$ cat src/rtl/clos_ram.sv
// clos_ram: generic single write port ram with one registered read port
// no dependencies
`default_nettype none
module clos_ram #(
  parameter int WIDTH = 8,
  parameter int DEPTH = 16,
  localparam int AW = $clog2(DEPTH)
) (
  input  logic             clk,
  input  logic             we,
  input  logic [AW-1:0]    waddr,
  input  logic [WIDTH-1:0] wdata,
  input  logic [AW-1:0]    raddr,
  output logic [WIDTH-1:0] rdata
);

  logic [WIDTH-1:0] mem [DEPTH];

  // read first port, registered read
  always_ff @(posedge clk) begin
    if (we) begin
      mem[waddr] <= wdata;
    end
    rdata <= mem[raddr];
  end

endmodule
`default_nettype wire

$ cat config.mk
export PLATFORM = sky130hd
export DESIGN_NAME = clos_ram
export DESIGN_NICKNAME = d
export VERILOG_FILES = /design/src/rtl/clos_ram.sv
export SDC_FILE = /design/constraint.sdc
export NUM_CORES = 1
export LEC_CHECK = 0
export BUFFER_PORTS_ARGS = -buffer_cell sky130_fd_sc_hd__clkbuf_2
export CELL_PAD_IN_SITES_DETAIL_PLACEMENT = 1
export CELL_PAD_IN_SITES_GLOBAL_PLACEMENT = 2
export CORE_MARGIN = 2
export CORE_UTILIZATION = 48
export CTS_BUF_LIST = sky130_fd_sc_hd__clkbuf_16
export CTS_CLUSTER_DIAMETER = 40
export DETAILED_ROUTE_END_ITERATION = 8
export PLACE_DENSITY = 0.79
export SYNTH_ARGS = -nofsm -noshare
export SYNTH_HDL_FRONTEND = slang
export SYNTH_SLANG_ARGS = --single-unit
$ cat constraint.sdc
create_clock -name clk -period 2.1 [get_ports clk]
set_input_delay 0.315 -clock clk [delete_from_list [all_inputs] [get_ports clk]]
set_output_delay 0.315 -clock clk [all_outputs]
set_load 0.02 [all_outputs]
# [Word-level counts from Yosys, hierarchy flattened]
# Memory sizes are Yosys's and may differ from the RTL's. A register that Yosys moved wholly into a read port is not among the register bits.
# Cells that the tools add are included.
[word_totals] reg_bits=0 out_inout_bits=8 memories=1 mem_bits_rw=128
[memory_table] name="mem" words=16 word_bits=8 rd=1 rd_ports_with_merged_regs=1 wr=1 line="17" rtl="logic [WIDTH-1:0] mem [DEPTH];"
[classes] muxes=2
[ops] op="1-bit two-way mux" count=2

# [Logic depth before layout (Yosys ltp)]
[logic_depth] depth_word=2 depth_mapped=5 depth_no_buf=3

# [Worst setup path before layout]
# OpenSTA, ideal clock, no wires.
[synth_path] path_type="input port to flip-flop" startpoint="in waddr[2]" endpoint="mem mem[0][0] (enable)" path_slack_ns=0.292 path_stages=2 required_time_ns=1.717 t_arrival_ns=1.425 path_cell_list="or3b_2 > nor3_1"
[synth_lines] item="from (decl)" line="11" rtl="input logic [AW-1:0] waddr,"
[synth_lines] item="to (decl)" line="17"
# No word-level cell before the write port.

==> reports/qor.txt <==
STA
-----------------------------------------------------------------------------------------------------------------
Final cycle utilization of the critical path                                                                66.8%
Setup Skew                                                                                             0.00695 ns
Final Critical Period                                                                                     1.40 ns
Final Max Tran Viols                                                                                            0
Final Hold Violating Endpoints                                                                                  0
Actual transition at the worst max-transition pin                                                        0.432 ns
Setup repair after global routing missed its margin                                                         false
Hold Worst Slack                                                                                         0.308 ns
Accumulated negative setup slack                                                                             0 ns
Remaining max-slew budget at the tightest pin                                                               71.2%
Final setup violation count                                                                                     0
Maximum clock frequency                                                                                   713 MHz
Smallest setup slack after layout                                                                        0.697 ns

CELLS AND AREA
-----------------------------------------------------------------------------------------------------------------
Post-synthesis to final-layout area growth                                                                  17.4%
Total inserted antenna cells                                                                                    0
Nets                                                                                                          301
Total area of sequential cells                                                                           4000 um2
Count of fill cells added during filler insertion                                                             911
Total non-filler cell area in the finished layout                                                        6040 um2
Footprint of the multi-input gates                                                                       1060 um2
Most frequent cells in the layout                                                                    edfxtp_1, clkbuf_2, mux4_2, buf_4, clkbuf_16
Layout cells sized above 1                                                                                  28.7%
Final core utilization                                                                                      58.3%
Most frequent standard cell in the layout excluding fill and tap cells                                   edfxtp_1

SYNTHESIS
-----------------------------------------------------------------------------------------------------------------
Netlist area before placement                                                                            5150 um2
Syn nets                                                                                                      247
Post-Synth XOR/XNOR Area                                                                                       0%
Seq/Total Area, Yosys                                                                                       77.8%
Post-synth top area share                                                                                   74.7%
Post-synthesis cell count                                                                                     229
Top post-synthesis cells by area                                                                     edfxtp_1, mux4_2, mux4_1, dfxtp_1, a22oi_1
Mean Syn Cell Area                                                                                       22.5 um2
Number of register bits inferred by synthesis                                                                 136
Multiplexer share of the synthesized area                                                                   15.0%
Unique masters post-synth                                                                                      19
Area leader, netlist                                                                                     edfxtp_1
Basic-gate share of the synthesized area counting and, or, nand and nor cells                               3.18%
Area fraction in compound gates after synthesis                                                             2.33%
Dominant combinational cell family by area after synthesis                                           multiplexers
YS warnings                                                                                                     0
Arithmetic-cell share of the synthesized area counting full adders, half adders and majority gates             0%

DIE
-----------------------------------------------------------------------------------------------------------------
Die Ht                                                                                                     108 um
Die Width                                                                                                  108 um
Placeable Area                                                                                          10400 um2
Std cell rows                                                                                                  37
Top-Level Pins                                                                                                 26
Die Area                                                                                                11600 um2
Effective utilization at floorplan                                                                          49.6%

ROUTING
-----------------------------------------------------------------------------------------------------------------
Iteration-0 DRC Markers                                                                                       204
Number of vias in the routed layout                                                                          2563
Detailed Route WL                                                                                         11.4 mm
Vias per inst                                                                                                5.93
TritonRoute pass-1 iters                                                                                        4
DRC errors left                                                                                                 0
Remaining number of nets flagged by the antenna check after routing                                             0
Routed length per placed instance                                                                         26.4 um

SETUP PATH
-----------------------------------------------------------------------------------------------------------------
Critical-path cell with the highest stage delay                                                            mux4_2
Max stage delay on crit path                                                                              0.47 ns
Path length in cells of the critical path                                                                       3
Critical path arrival                                                                                     1.68 ns
Critical path, cell by cell                                                                          mux4_2, a22oi_1, nand2_1
Reg2reg path depth                                                                                              3
Family of cells with the greatest summed delay on the critical path                                  multiplexers
Endpoint of the worst-slack reg-to-reg timing path                                                   rdata[6]$_DFF_P_
Buffers plus inverters on the worst setup path                                                                  0
Register-to-register path setup slack                                                                     0.70 ns
Worst path required time                                                                                  2.38 ns
Type of element capturing the critical path                                                              register
Launch point of the worst reg-to-reg path                                                            mem[8][6]$_DFFE_PP_
Endpoint of the worst setup timing path                                                              rdata[6]$_DFF_P_
Beginning of the critical path                                                                       mem[8][6]$_DFFE_PP_
Kind of critical path                                                                                  reg -> reg
Maximum fanout along the worst path                                                                             1
Launching element type of the critical path                                                              register

CLOCK NETWORK
-----------------------------------------------------------------------------------------------------------------
Clock buffer depth                                                                                              2
Later-pin clock latency in the skew report                                                                0.41 ns
H-tree Lvls                                                                                                     4
CTS sink cnt                                                                                                  136
Number of buffers created by CTS                                                                               17
Post-CTS sizing                                                                                                 0
Hold Buf Count CTS                                                                                              0
Clk Tree Root Cell                                                                                      clkbuf_16
CTS tree                                                                                                     done
Postcts setup bufs                                                                                              0
CTS clk-pin slew, worst paths                                                                             0.05 ns

POWER
-----------------------------------------------------------------------------------------------------------------
Power dissipated by switching net loads                                                                 0.00120 W
Power density of the placed cells                                                                      980 nW/um2
Leakage power                                                                                             2.09 nW
Part of the power in registers                                                                              51.7%
Part of the total power dissipated in combinational logic                                                    5.2%
Clock group share of total power                                                                            43.2%
Worst-case vdd ir drop                                                                                     574 uV
Switching power share of the total                                                                          20.2%
Internal power consumption                                                                              0.00473 W

PLACE
-----------------------------------------------------------------------------------------------------------------
Area of placed instances                                                                                 5530 um2
Number of I/O port buffers                                                                                     25
Routability congestion estimate from global placement                                                       0.703
Place WS                                                                                                 0.286 ns
Final HPWL from detailed placement                                                                        6.92 mm

GRT
-----------------------------------------------------------------------------------------------------------------
Leftover overflow at the end of global routing                                                                  0
Global-route wire length before repair                                                                    16.6 mm
Number of antenna violations at the first check in global routing                                               0
Pin count of the biggest net entering global routing                                                           33
Vias in the first global route                                                                               2579
Global Route Usage Sum                                                                                      21.5%

RUN
-----------------------------------------------------------------------------------------------------------------
Reported max-cap violation count                                                                                0

STATUS
-----------------------------------------------------------------------------------------------------------------
Outcome                                                                                              finished clean

MIN PATH
-----------------------------------------------------------------------------------------------------------------
Class of the most critical hold timing path                                                             in -> reg

==> synth_stat cells (all sizes together) <==
library cell / number
a22oi: 16
and2: 1
and2b: 1
buf: 7
clkdlybuf4s25: 3
dfxtp: 8
edfxtp: 128
mux4: 32
nand2: 9
nand2b: 2
nand3: 1
nand3b: 2
nor2: 13
nor2b: 1
nor3: 4
or3b: 1
==> through the flow <==
stage	total power (W)	cells
3_5_place_dp	0.00342	400
6_report	0.00592	432
4_1_cts	0.00597	432
2_1_floorplan	0.00328	229
5_1_grt	0.00611	432
3_3_place_gp	0.00341	400
==> per-layer routing <==
metal,up-vias,part of all wire [%],wire [um],global-route usage [%]
met3,17,6.4,733,6.42
met1,1362,43,4900,29.4
met2,104,49,5530,33.3
met4,0,2.0,231,7.69
li1,1080,-,-,-
met5,-,0,0,0
==> cell families after synthesis <==
group                  after synthesis
DFF                                136
and+or+nand+nor                     35
muxes                               32
AOI/OAI and AO/OA                   16
buffers and inverters               10
==> registers in the layout, indices dropped and copies added, names as in the netlist <==
name   cells
rdata      8
mem      128
==> worst min-delay path by stage <==
stage / startpoint / end / slack [ns] / depth (start not counted)
5_1_grt: wdata[2] / mem[2][2]$_DFFE_PP_ / 0.34 / 1
4_1_cts: wdata[3] / mem[15][3]$_DFFE_PP_ / 0.30 / 1
3_5_place_dp: mem[8][1]$_DFFE_PP_ / rdata[1]$_DFF_P_ / 0.67 / 3
6_report: wdata[3] / mem[15][3]$_DFFE_PP_ / 0.31 / 1
2_1_floorplan: wdata[0] / mem[0][0]$_DFFE_PP_ / 0.41 / 0
3_3_place_gp: mem[15][5]$_DFFE_PP_ / rdata[5]$_DFF_P_ / 0.65 / 3
==> area by class of cell <==
| type | count | area share (%) |
|---|---|---|
| Sequential cell | 136 | 66.3 |
| Multi-Input combinational cell | 83 | 17.5 |
| Clock buffer | 17 | 7.04 |
| Timing Repair Buffer | 45 | 4.97 |
| Tap cell | 136 | 2.82 |
| Clock inverter | 15 | 1.43 |
==> worst register-to-register path, delay by kind of cell, from the launching register on <==
family	cells	cell delay [ns]
AO/OA/AOI/OAI	1	0.35
AND/OR/NAND/NOR	1	0.08
flip-flops	1	0.38
multiplexers	1	0.47
==> power by group through the flow <==
| stage | clock (W) | sequential (W) | combinational (W) |
|---|---|---|---|
| 3_5_place_dp | 0 | 0.00311 | 0.000308 |
| 4_1_cts | 0.00259 | 0.00306 | 0.000310 |
| 2_1_floorplan | 0 | 0.00313 | 0.000154 |
| 5_1_grt | 0.00271 | 0.00306 | 0.000330 |
| 3_3_place_gp | 0 | 0.00311 | 0.000298 |
| 6_report | 0.00256 | 0.00306 | 0.000305 |
Power figures use the tool's default switching activity.
